**src/rtl/hdlc_tx_pkg.sv**
```systemverilog
// Package for the HDLC frame transmitter: line constants, bit kinds and phase codes.
// Depends on nothing; used by hdlc_frame_transmitter.
package hdlc_tx_pkg;

    localparam logic [15:0] CRC_POLY   = 16'h8408;
    localparam logic [15:0] CRC_PRESET = 16'hFFFF;
    localparam logic [7:0]  FLAG_BYTE  = 8'h7E;
    localparam logic [2:0]  STUFF_RUN  = 3'd5;

    typedef logic [1:0] t_kind;

    localparam t_kind KIND_FLAG  = 2'd0;
    localparam t_kind KIND_DATA  = 2'd1;
    localparam t_kind KIND_STUFF = 2'd2;
    localparam t_kind KIND_FCS   = 2'd3;

    typedef logic [1:0] t_phase;

    localparam t_phase PH_OPEN  = 2'd0;
    localparam t_phase PH_DATA  = 2'd1;
    localparam t_phase PH_FCS   = 2'd2;
    localparam t_phase PH_CLOSE = 2'd3;

endpackage

```
**src/rtl/hdlc_frame_transmitter.sv**
```systemverilog
// HDLC / AX.25 frame transmitter: serializes frame bytes into flagged, stuffed line bits.
// Depends on hdlc_tx_pkg.
//
// With the serializer idle, an accepted word passes the holding register and the serializer
// state before its first line bit is registered; otherwise that bit follows the previous word's
// last bit with no gap. Throughput: one line bit per cycle while the output side is ready; a word
// is 8 data bits plus up to two stuffed zeros, and a frame adds its flags, FCS and stuffed zeros.
// The rate is set by the one-bit-per-cycle serializer feeding the output register.
// Reset (synchronous, active low) closes any open frame, empties the holding and output
// registers, clears the ones counter and presets the CRC to all ones.
module hdlc_frame_transmitter (
    input  logic       i_clk,
    input  logic       i_rst_n,
    input  logic       i_s_tvalid,
    output logic       o_s_tready,
    input  logic [7:0] i_s_tdata,   // [7:0] data_byte
    input  logic       i_s_tlast,   // last
    output logic       o_m_tvalid,
    input  logic       i_m_tready,
    output logic [7:0] o_m_tdata,   // [0] line_bit, [7:1] zero
    output logic [1:0] o_m_tuser,   // [1:0] bit_kind
    output logic       o_m_tlast    // run_end
);

    // Holding register: takes the next word while the current one is still shifting out.
    logic       r_hold_valid, n_hold_valid;
    logic [7:0] r_hold_data;
    logic       r_hold_last;

    // Serializer state.
    logic                 r_busy, n_busy;
    hdlc_tx_pkg::t_phase  r_phase, n_phase;
    logic [3:0]           r_idx, n_idx;
    logic [15:0]          r_shift, n_shift;     // data byte, later the FCS
    logic                 r_last, n_last;
    logic                 r_in_frame, n_in_frame;
    logic [2:0]           r_ones, n_ones;
    logic [15:0]          r_crc, n_crc;
    logic                 r_stuff_pend, n_stuff_pend;
    logic                 r_pend_end, n_pend_end;

    // Output register.
    logic                 r_out_valid, n_out_valid;
    logic                 r_out_bit, n_out_bit;
    hdlc_tx_pkg::t_kind   r_out_kind, n_out_kind;
    logic                 r_out_end, n_out_end;

    logic        adv;
    logic        load;
    logic        cur_bit;
    logic        done;
    logic        fb;
    logic [15:0] crc_next;
    logic [2:0]  ones_inc;

    assign o_s_tready = !r_hold_valid;
    assign o_m_tvalid = r_out_valid;
    assign o_m_tdata  = {7'd0, r_out_bit};
    assign o_m_tuser  = r_out_kind;
    assign o_m_tlast  = r_out_end;

    // The serializer produces a bit whenever the output register is free or being drained.
    assign adv = r_busy && (!r_out_valid || i_m_tready);

    always_comb begin
        n_busy       = r_busy;
        n_phase      = r_phase;
        n_idx        = r_idx;
        n_shift      = r_shift;
        n_last       = r_last;
        n_in_frame   = r_in_frame;
        n_ones       = r_ones;
        n_crc        = r_crc;
        n_stuff_pend = r_stuff_pend;
        n_pend_end   = r_pend_end;
        n_out_valid  = r_out_valid;
        n_out_bit    = r_out_bit;
        n_out_kind   = r_out_kind;
        n_out_end    = r_out_end;
        n_hold_valid = r_hold_valid;

        cur_bit  = 1'b0;
        done     = 1'b0;
        fb       = r_crc[0] ^ r_shift[0];
        crc_next = {1'b0, r_crc[15:1]} ^ (fb ? hdlc_tx_pkg::CRC_POLY : 16'h0000);
        ones_inc = r_ones + 3'd1;

        if (i_m_tready) begin
            n_out_valid = 1'b0;
        end

        if (adv) begin
            n_out_valid = 1'b1;
            if (r_stuff_pend) begin
                // Zero inserted after five ones; it may close the word's run.
                n_out_bit    = 1'b0;
                n_out_kind   = hdlc_tx_pkg::KIND_STUFF;
                n_out_end    = r_pend_end;
                n_stuff_pend = 1'b0;
                n_ones       = 3'd0;
                n_busy       = !r_pend_end;
            end else begin
                case (r_phase)
                    hdlc_tx_pkg::PH_OPEN, hdlc_tx_pkg::PH_CLOSE: begin
                        cur_bit    = hdlc_tx_pkg::FLAG_BYTE[r_idx[2:0]];
                        n_out_kind = hdlc_tx_pkg::KIND_FLAG;
                        n_idx      = r_idx + 4'd1;
                        if (r_idx[2:0] == 3'd7) begin
                            n_ones = 3'd0;
                            n_idx  = 4'd0;
                            if (r_phase == hdlc_tx_pkg::PH_OPEN) begin
                                n_phase = hdlc_tx_pkg::PH_DATA;
                            end else begin
                                // Closing flag done: the frame is closed.
                                done       = 1'b1;
                                n_in_frame = 1'b0;
                                n_crc      = hdlc_tx_pkg::CRC_PRESET;
                            end
                        end
                    end
                    hdlc_tx_pkg::PH_DATA: begin
                        cur_bit    = r_shift[0];
                        n_out_kind = hdlc_tx_pkg::KIND_DATA;
                        n_crc      = crc_next;
                        n_shift    = {1'b0, r_shift[15:1]};
                        n_idx      = r_idx + 4'd1;
                        if (r_idx[2:0] == 3'd7) begin
                            n_idx = 4'd0;
                            if (r_last) begin
                                n_phase = hdlc_tx_pkg::PH_FCS;
                                n_shift = ~crc_next;
                            end else begin
                                done = 1'b1;
                            end
                        end
                    end
                    default: begin
                        cur_bit    = r_shift[0];
                        n_out_kind = hdlc_tx_pkg::KIND_FCS;
                        n_shift    = {1'b0, r_shift[15:1]};
                        n_idx      = r_idx + 4'd1;
                        if (r_idx == 4'd15) begin
                            n_idx   = 4'd0;
                            n_phase = hdlc_tx_pkg::PH_CLOSE;
                        end
                    end
                endcase

                n_out_bit = cur_bit;

                // Flag bits are never stuffed; data and FCS bits count ones.
                if (r_phase == hdlc_tx_pkg::PH_DATA || r_phase == hdlc_tx_pkg::PH_FCS) begin
                    if (cur_bit) begin
                        n_ones = ones_inc;
                        if (ones_inc == hdlc_tx_pkg::STUFF_RUN) begin
                            n_ones       = 3'd0;
                            n_stuff_pend = 1'b1;
                            n_pend_end   = done;
                        end
                    end else begin
                        n_ones = 3'd0;
                    end
                end

                if (n_stuff_pend) begin
                    n_out_end = 1'b0;
                    n_busy    = 1'b1;
                end else begin
                    n_out_end = done;
                    n_busy    = !done;
                end
            end
        end

        // Start the next word as soon as the serializer is free. The frame state seen
        // here already includes a closing flag that finishes in this cycle.
        load = r_hold_valid && !n_busy;
        if (load) begin
            n_hold_valid = 1'b0;
            n_busy       = 1'b1;
            n_idx        = 4'd0;
            n_shift      = {8'd0, r_hold_data};
            n_last       = r_hold_last;
            if (n_in_frame) begin
                n_phase = hdlc_tx_pkg::PH_DATA;
            end else begin
                n_phase = hdlc_tx_pkg::PH_OPEN;
                n_crc   = hdlc_tx_pkg::CRC_PRESET;
            end
            n_in_frame   = 1'b1;
        end

        if (i_s_tvalid && !r_hold_valid) begin
            n_hold_valid = 1'b1;
        end
    end

    always_ff @(posedge i_clk) begin
        if (!i_rst_n) begin
            r_hold_valid <= 1'b0;
            r_busy       <= 1'b0;
            r_phase      <= hdlc_tx_pkg::PH_OPEN;
            r_idx        <= 4'd0;
            r_in_frame   <= 1'b0;
            r_ones       <= 3'd0;
            r_crc        <= hdlc_tx_pkg::CRC_PRESET;
            r_stuff_pend <= 1'b0;
            r_pend_end   <= 1'b0;
            r_out_valid  <= 1'b0;
        end else begin
            r_hold_valid <= n_hold_valid;
            r_busy       <= n_busy;
            r_phase      <= n_phase;
            r_idx        <= n_idx;
            r_in_frame   <= n_in_frame;
            r_ones       <= n_ones;
            r_crc        <= n_crc;
            r_stuff_pend <= n_stuff_pend;
            r_pend_end   <= n_pend_end;
            r_out_valid  <= n_out_valid;
        end
    end

    always_ff @(posedge i_clk) begin
        if (i_s_tvalid && !r_hold_valid) begin
            r_hold_data <= i_s_tdata;
            r_hold_last <= i_s_tlast;
        end
        r_shift    <= n_shift;
        r_last     <= n_last;
        r_out_bit  <= n_out_bit;
        r_out_kind <= n_out_kind;
        r_out_end  <= n_out_end;
    end

    // A closed frame always leaves the ones counter cleared and the CRC preset.
    assert property (@(posedge i_clk) disable iff (!i_rst_n)
        !r_in_frame |-> (r_ones == 3'd0 && r_crc == hdlc_tx_pkg::CRC_PRESET))
        else $error("frame closed with stale stuffing or CRC state");

    // The ones counter never reaches the stuffing threshold between bits.
    assert property (@(posedge i_clk) disable iff (!i_rst_n)
        r_ones < hdlc_tx_pkg::STUFF_RUN)
        else $error("ones run reached stuffing threshold");

    // A pending stuffed zero always belongs to a word still being serialized.
    assert property (@(posedge i_clk) disable iff (!i_rst_n)
        r_stuff_pend |-> r_busy)
        else $error("stuffed zero pending while serializer idle");

    // A stuffed bit on the output is always a zero.
    assert property (@(posedge i_clk) disable iff (!i_rst_n)
        (r_out_valid && r_out_kind == hdlc_tx_pkg::KIND_STUFF) |-> !r_out_bit)
        else $error("stuffed bit is not zero");

endmodule
```
**config.mk**
```make
export PLATFORM = sky130hd
export DESIGN_NAME = hdlc_frame_transmitter
export DESIGN_NICKNAME = d
export VERILOG_FILES = /design/src/rtl/hdlc_tx_pkg.sv /design/src/rtl/hdlc_frame_transmitter.sv
export SDC_FILE = /design/constraint.sdc
export NUM_CORES = 1
export LEC_CHECK = 0
export BUFFER_PORTS_ARGS = -buffer_cell sky130_fd_sc_hd__clkbuf_2
export CORE_ASPECT_RATIO = 0.9
export CORE_MARGIN = 10
export CORE_UTILIZATION = 38
export DETAILED_ROUTE_END_ITERATION = 6
export PLACE_DENSITY = 0.59
export RECOVER_POWER = 50
export SETUP_SLACK_MARGIN = 0.3
export SLEW_MARGIN = 20
export SYNTH_ARGS = -nofsm -noshare
export SYNTH_HDL_FRONTEND = slang
export SYNTH_SLANG_ARGS = --single-unit
```
**constraint.sdc**
```tcl
create_clock -name i_clk -period 5.08 [get_ports i_clk]
set_clock_uncertainty 0.1 [all_clocks]
set_input_delay 0.508 -clock i_clk [delete_from_list [all_inputs] [get_ports i_clk]]
set_output_delay 0.508 -clock i_clk [all_outputs]
set_load 0.005 [all_outputs]
```
==> metrics, run 1 <==
Setup TNS=0 ns; critical path data arrival time=3.26 ns; Period Utilization, post-route=0.662; cell area after layout=0.00320 mm2; CTS Buf Count=9; Slew @ Worst Pin=1.08 ns; CTS max path bufs=2; # DRC=0; outcome=complete, no violations; relative slew slack=0.268; Hold/Removal Path Class=in -> reg; Worst path most repeated cell=nand2_1; layout cell share with drive strength beyond 1=0.106; Fin. Hold Viols=0; initial antenna violation count=0; post_cts resized=0; Yosys top cell by area=dfxtp_1; vias in the first global route=2042; max-slew violation count=0; most area-consuming cells after synthesis=dfxtp_1 28%, edfxtp_1 23%, a21oi_1 6.5%, nand2_1 4.6%, nor2_1 4.1%; worst path required time=4.98 ns; total grt overflow=0; DP Wirelength=4130 um; CP endpoint kind=flip-flop; vias=2179; drt via density=5.13; min cycle time layout=3.36 ns; most common flop cell mapped by yosys=dfxtp_1; critical path fanouts, max=21; drt total wl=5980 um; share of flip-flops with an asynchronous set or reset=0; max-cap violation count=0; Die X=112 um; Root Buffer=clkbuf_8; Die Ht=103 um; Post-synth EDFFs=22; worst path cell trace=inv_1, ha_1, mux2i_1, nand2_1, o311ai_0, nand2_2, nand2_1; area share of the largest cell type after synthesis=0.276; DRT Pass-1 Iters=4; slowest stage cell, crit path=o311ai_0; reg2reg start=r_phase[1]; slowest cell delay on critical path=0.71 ns; # diodes=0; critical hold path startpoint=i_s_tdata[0]; Yosys reg bits=62; leakage=1.23 nW; total number of yosys warnings=0; Cell Area, Synth=0.00291 mm2; Initial Utilization=0.387; flop2flop setup slack=1.72 ns; Layout area overhead=10.1%; CP startpoint=r_phase[1]; first-pass GRT wire length=9830 um; H-tree levels=3; RSZ-0062 raised after global routing=false; FP Rows=30; Cells after DPL=409; Port Buffer Count=18; delay-heaviest family, CP=simple AND/OR/NAND/NOR gates; DP Area=0.00303 mm2; Design Power=1.08 mW; CTS tree=built; cts hold-fix bufs=0; I/O pins=26; Worst-path clk slew=0.06 ns; FMAX=0.297 GHz; post-CTS setup buffer count=0; Setup CP Type=reg -> reg; detailed-route wire length per cell=14.1 um; Syn Inst Count=310; pin count of the biggest net entering global routing=22; Synth cell types=42; register area share after synthesis=0.503; power per standard cell area=338 mW/mm2; GPL Wtd Cong=0.836; core outline area=0.00751 mm2; DR iter-0 viols=139; clk sinks=62; Layout Cells excl Fill=425; fin nets=345; Clk Latency, worst-skew pair=0.33 ns; ANT nets after route=0; die area=0.0116 mm2; gr usage total=0.105; worst path bufs/invs=1; worst vdd ir=208 uV; Final setup viols=0; Mean Syn Cell Area=9.38 um2; crit start category=flip-flop
==> flip-flops by register name (all words and copies together), names as in the netlist, 2 cells and up, named ones only <==
signal / cells
r_ones: 3
r_phase: 2
o_m_tuser: 2
r_shift: 16
r_crc: 16
r_hold_data: 8
r_idx: 4
==> final timing paths <==
check | to | cells after the start
setup / recovery | r_shift[0] | 7
hold / removal | r_hold_data[0] | 1
setup reg to reg | r_shift[0] | 7
hold reg to reg | r_idx[3] | 2
==> cell usage in the layout, fill, tap and decap left out, types with 9 or more instances in the layout <==
cell type / count
a21oi_1: 38
nor2_1: 32
clkbuf_8: 9
inv_1: 9
edfxtp_1: 22
nand3_1: 12
o211ai_1: 12
mux2_2: 9
clkbuf_2: 12
dfxtp_1: 40
nand2_1: 36
o21ai_0: 15
==> through the flow <==
stage	hold WS, ns	setup slack (ns)	utilization
3_3_place_gp	0.368	2.35	0.403
6_report	0.245	1.72	0.426
5_1_grt	0.228	1.46	0.426
4_1_cts	0.224	2.23	0.430
2_1_floorplan	0.300	2.81	-
3_5_place_dp	0.372	2.28	0.403
==> area by class of cell <==
type,count,area [um2]
fillers,745,4310
flip-flops and latches,62,1460
well taps,96,120
repair buffers,20,93.8
inverters,11,41.3
multi-input cells,220,1280
clock buffers,10,128
clock inverters,6,76.3
==> Yosys cell counts (2+ instances only) <==
cell      number
a211oi_1       7
nor2_1        32
a21o_1         3
o21a_1         4
o311ai_0       2
inv_1          9
or3_1          2
buf_2          3
clkbuf_1       9
nor3_1         3
clkinv_1       2
o21ai_0       15
nand2_1       36
dfxtp_1       40
nand3_1       12
xor2_1         4
nor2b_1        5
and2b_1        2
a21oi_1       38
and4_1         2
o211ai_1      12
ha_1           8
edfxtp_1      22
mux2_2         9
buf_4         10
mux2i_1        3
==> routing by layer <==
metal | part of all wire | GRT usage
met5 | 0 | 0
met4 | 0.023 | 0.0604
met3 | 0.067 | 0.0349
met2 | 0.43 | 0.154
met1 | 0.48 | 0.131
==> where the power goes <==
group,switching [mW],internal (mW),total (mW)
registers,0.0104,0.536,0.547
logic,0.0531,0.0291,0.0821
clock network,0.182,0.271,0.452
==> logic make-up (layout without fill, tap and decap cells) <==
family,count (synthesis),in the layout,synth area share
muxes,12,12,0.0452
other,1,7,0.00129
AOI/OAI and AO/OA,89,89,0.192
adders and majority gates,8,8,0.0344
DFF,62,62,0.503
buffers and inverters,34,47,0.0585
xor gates and xnor gates,4,4,0.0121
and+or+nand+nor,100,100,0.153
Power figures use the tool's default switching activity.
==> inputs of run 2 (changes only) <==
- PLACE_DENSITY: 0.59 -> 0.61
- clock period: 5.08 -> 2.9 ns (I/O delays scaled with it)
==> run 2 against run 1 <==
First-iteration DRC count shrank 6.5%. Hold slack worse by 0.22 ns. Final area rose by 0.35%. Routed wire length increased by 1.9%. Non-clock buffer count grew 5. Sequential share of layout area is 0.16 points lower. Critical endpoint is now r_shift[3]. Count of clock-buffer cells in the layout up 1. Sequential power rose by 76%. Critical path depth shrank 1. Setup slack got worse by 1.2 ns. Register-to-register slack lost 1.2 ns. Critical path type unchanged. Combinational power up 80%.
==> metrics, run 2 (synthesis results as in run 1) <==
outcome=complete, no violations (unchanged); critical path data arrival time=2.41 ns (was 3.26 ns); core outline area=0.00751 mm2 (unchanged); max-slew violation count=0 (unchanged); vias=2224 (was 2179); flop2flop setup slack=0.47 ns (was 1.72 ns); CTS tree=built (unchanged); Hold/Removal Path Class=in -> reg (unchanged); clk sinks=62 (unchanged); die area=0.0116 mm2 (unchanged); CTS max path bufs=2 (unchanged); WP depth=6 (was 7); detailed-route wire length per cell=14.2 um (was 14.1 um); delay-heaviest family, CP=simple AND/OR/NAND/NOR gates (unchanged); Period Utilization, post-route=0.837 (was 0.662); FP Rows=30 (unchanged); min cycle time layout=2.43 ns (was 3.36 ns); Setup TNS=0 ns (unchanged); reg2reg start=r_phase[0] (was r_phase[1]); layout cell share with drive strength beyond 1=0.129 (was 0.106); worst setup path endpoint=r_shift[3] (was r_shift[0]); RSZ-0062 raised after global routing=true (was false); DP Wirelength=4200 um (was 4130 um); GPL Wtd Cong=0.846 (was 0.836); commonest non-fill, non-tap cells in the layout=40 x dfxtp_1, 38 x a21oi_1, 35 x nand2_1 (was 40 x dfxtp_1, 38 x a21oi_1, 36 x nand2_1); worst path required time=2.89 ns (was 4.98 ns); FMAX=0.412 GHz (was 0.297 GHz); total grt overflow=0 (unchanged); worst vdd ir=263 uV (was 208 uV); Setup CP Type=reg -> reg (unchanged); slowest cell delay on critical path=0.41 ns (was 0.71 ns); # DRC=0 (unchanged); Layout area overhead=10.5% (was 10.1%); commonest non-fill, non-tap cell in the layout=dfxtp_1 (unchanged); Fill cells=751 (was 745); worst setup margin=0.471 ns (was 1.72 ns); largest registers=r_crc (16), r_shift (16), r_hold_data (8) (unchanged); crit start category=flip-flop (unchanged); Slew @ Worst Pin=0.719 ns (was 1.08 ns); power per standard cell area=540 mW/mm2 (was 338 mW/mm2); # diodes=0 (unchanged); Root Buffer=clkbuf_8 (unchanged); worst path cell trace=inv_1, ha_1, and4_1, o311ai_4, nand2_2, mux2_2 (was inv_1, ha_1, mux2i_1, nand2_1, o311ai_0, nand2_2, nand2_1); Clk Latency, worst-skew pair=0.34 ns (was 0.33 ns); Die X=112 um (unchanged); I/O pins=26 (unchanged); CP startpoint=r_phase[0] (was r_phase[1]); vias in the first global route=2129 (was 2042); Final setup viols=0 (unchanged); gr usage total=0.107 (was 0.105); drt total wl=6090 um (was 5980 um); H-tree levels=3 (unchanged); Worst-path clk slew=0.07 ns (was 0.06 ns); fin nets=350 (was 345); CTS Buf Count=9 (unchanged); end of the worst register-to-register path=r_shift[3] (was r_shift[0]); max-cap violation count=0 (unchanged); leakage=1.23 nW (about the same); initial antenna violation count=0 (unchanged); critical path fanouts, max=12 (was 21); Reg area=0.00146 mm2 (unchanged); Fin. Hold Viols=0 (unchanged); pin count of the biggest net entering global routing=21 (was 22); drt via density=5.17 (was 5.13); slowest stage cell, crit path=ha_1 (was o311ai_0); multi-input combinational cell area=0.00130 mm2 (was 0.00128 mm2); Port Buffer Count=18 (unchanged); Initial Utilization=0.387 (unchanged); first-pass GRT wire length=10200 um (was 9830 um); ANT nets after route=0 (unchanged); DRT Pass-1 Iters=4 (unchanged); R2R depth=6 (was 7); CP endpoint kind=flip-flop (unchanged); relative slew slack=0.520 (was 0.268); Die Ht=103 um (unchanged); worst path bufs/invs=1 (unchanged); Place WS=0.412 ns (was 2.28 ns); DR iter-0 viols=130 (was 139)
-- run 2: worst min-delay path by stage --
| stage | depth (start not counted) | end | slack (ns) | startpoint |
|---|---|---|---|---|
| 6_report | 1 | r_hold_data[6] | 0.03 | i_s_tdata[6] |
| 5_1_grt | 1 | r_hold_data[7] | 0.01 | i_s_tdata[7] |
| 4_1_cts | 1 | r_hold_data[2] | 0.01 | i_s_tdata[2] |
| 3_5_place_dp | 0 | r_last | 0.36 | r_hold_last |
| 3_3_place_gp | 2 | r_phase[1] | 0.37 | r_phase[1] |
| 2_1_floorplan | 0 | r_hold_data[0] | 0.29 | i_s_tdata[0] |
-- run 2: metrics by stage --
stage / utilization / power, mW / cells / instance area, um2 / hold WS [ns]
after global placement: 0.408 / 1.12 / 414 / 3060 / 0.368
after CTS: 0.429 / 1.76 / 430 / 3220 / 0.0118
final: 0.428 / 1.73 / 430 / 3210 / 0.0290
after detailed placement: 0.408 / 1.13 / 414 / 3060 / 0.362
after floorplan: - / 1.09 / 316 / 2930 / 0.289
after global routing: 0.428 / 1.81 / 430 / 3210 / 0.0109
-- run 2: cell type report --
type                    count  share of cell area
inverters                  11              0.0129
flip-flops and latches     62               0.455
repair buffers             25              0.0409
clock buffers              11              0.0409
well taps                  96              0.0374
multi-input cells         220               0.405
clock inverters             5             0.00818
-- run 2: what timing repair did --
item / in CTS / in global routing
setup endpoints to repair: 0 / 8
hold buffers: 0 / 0
gates resized for setup: 0 / 1
setup buffers: 0 / 0
-- run 2: metal layers --
layer	wire, um	GRT usage
met4	74	0.0429
met5	0	0
met3	371	0.0355
met2	2630	0.164
met1	3010	0.137
-- run 2: worst reg2reg max path, delay by kind of cell, from the launching register on --
| kind | cells | cell delay [ns] |
|---|---|---|
| muxes | 1 | 0.34 |
| and+or+nand+nor | 2 | 0.55 |
| DFF | 1 | 0.37 |
| AOI/OAI and AO/OA | 1 | 0.33 |
| adders and majority gates | 1 | 0.41 |
| buffers and inverters | 1 | 0.09 |
-- run 2: power breakdown --
| group | internal (mW) | total, mW | switching, mW |
|---|---|---|---|
| sequential | 0.940 | 0.960 | 0.0201 |
| combinational | 0.0546 | 0.148 | 0.0938 |
| clock | 0.303 | 0.627 | 0.324 |
| total | 1.30 | 1.73 | 0.438 |
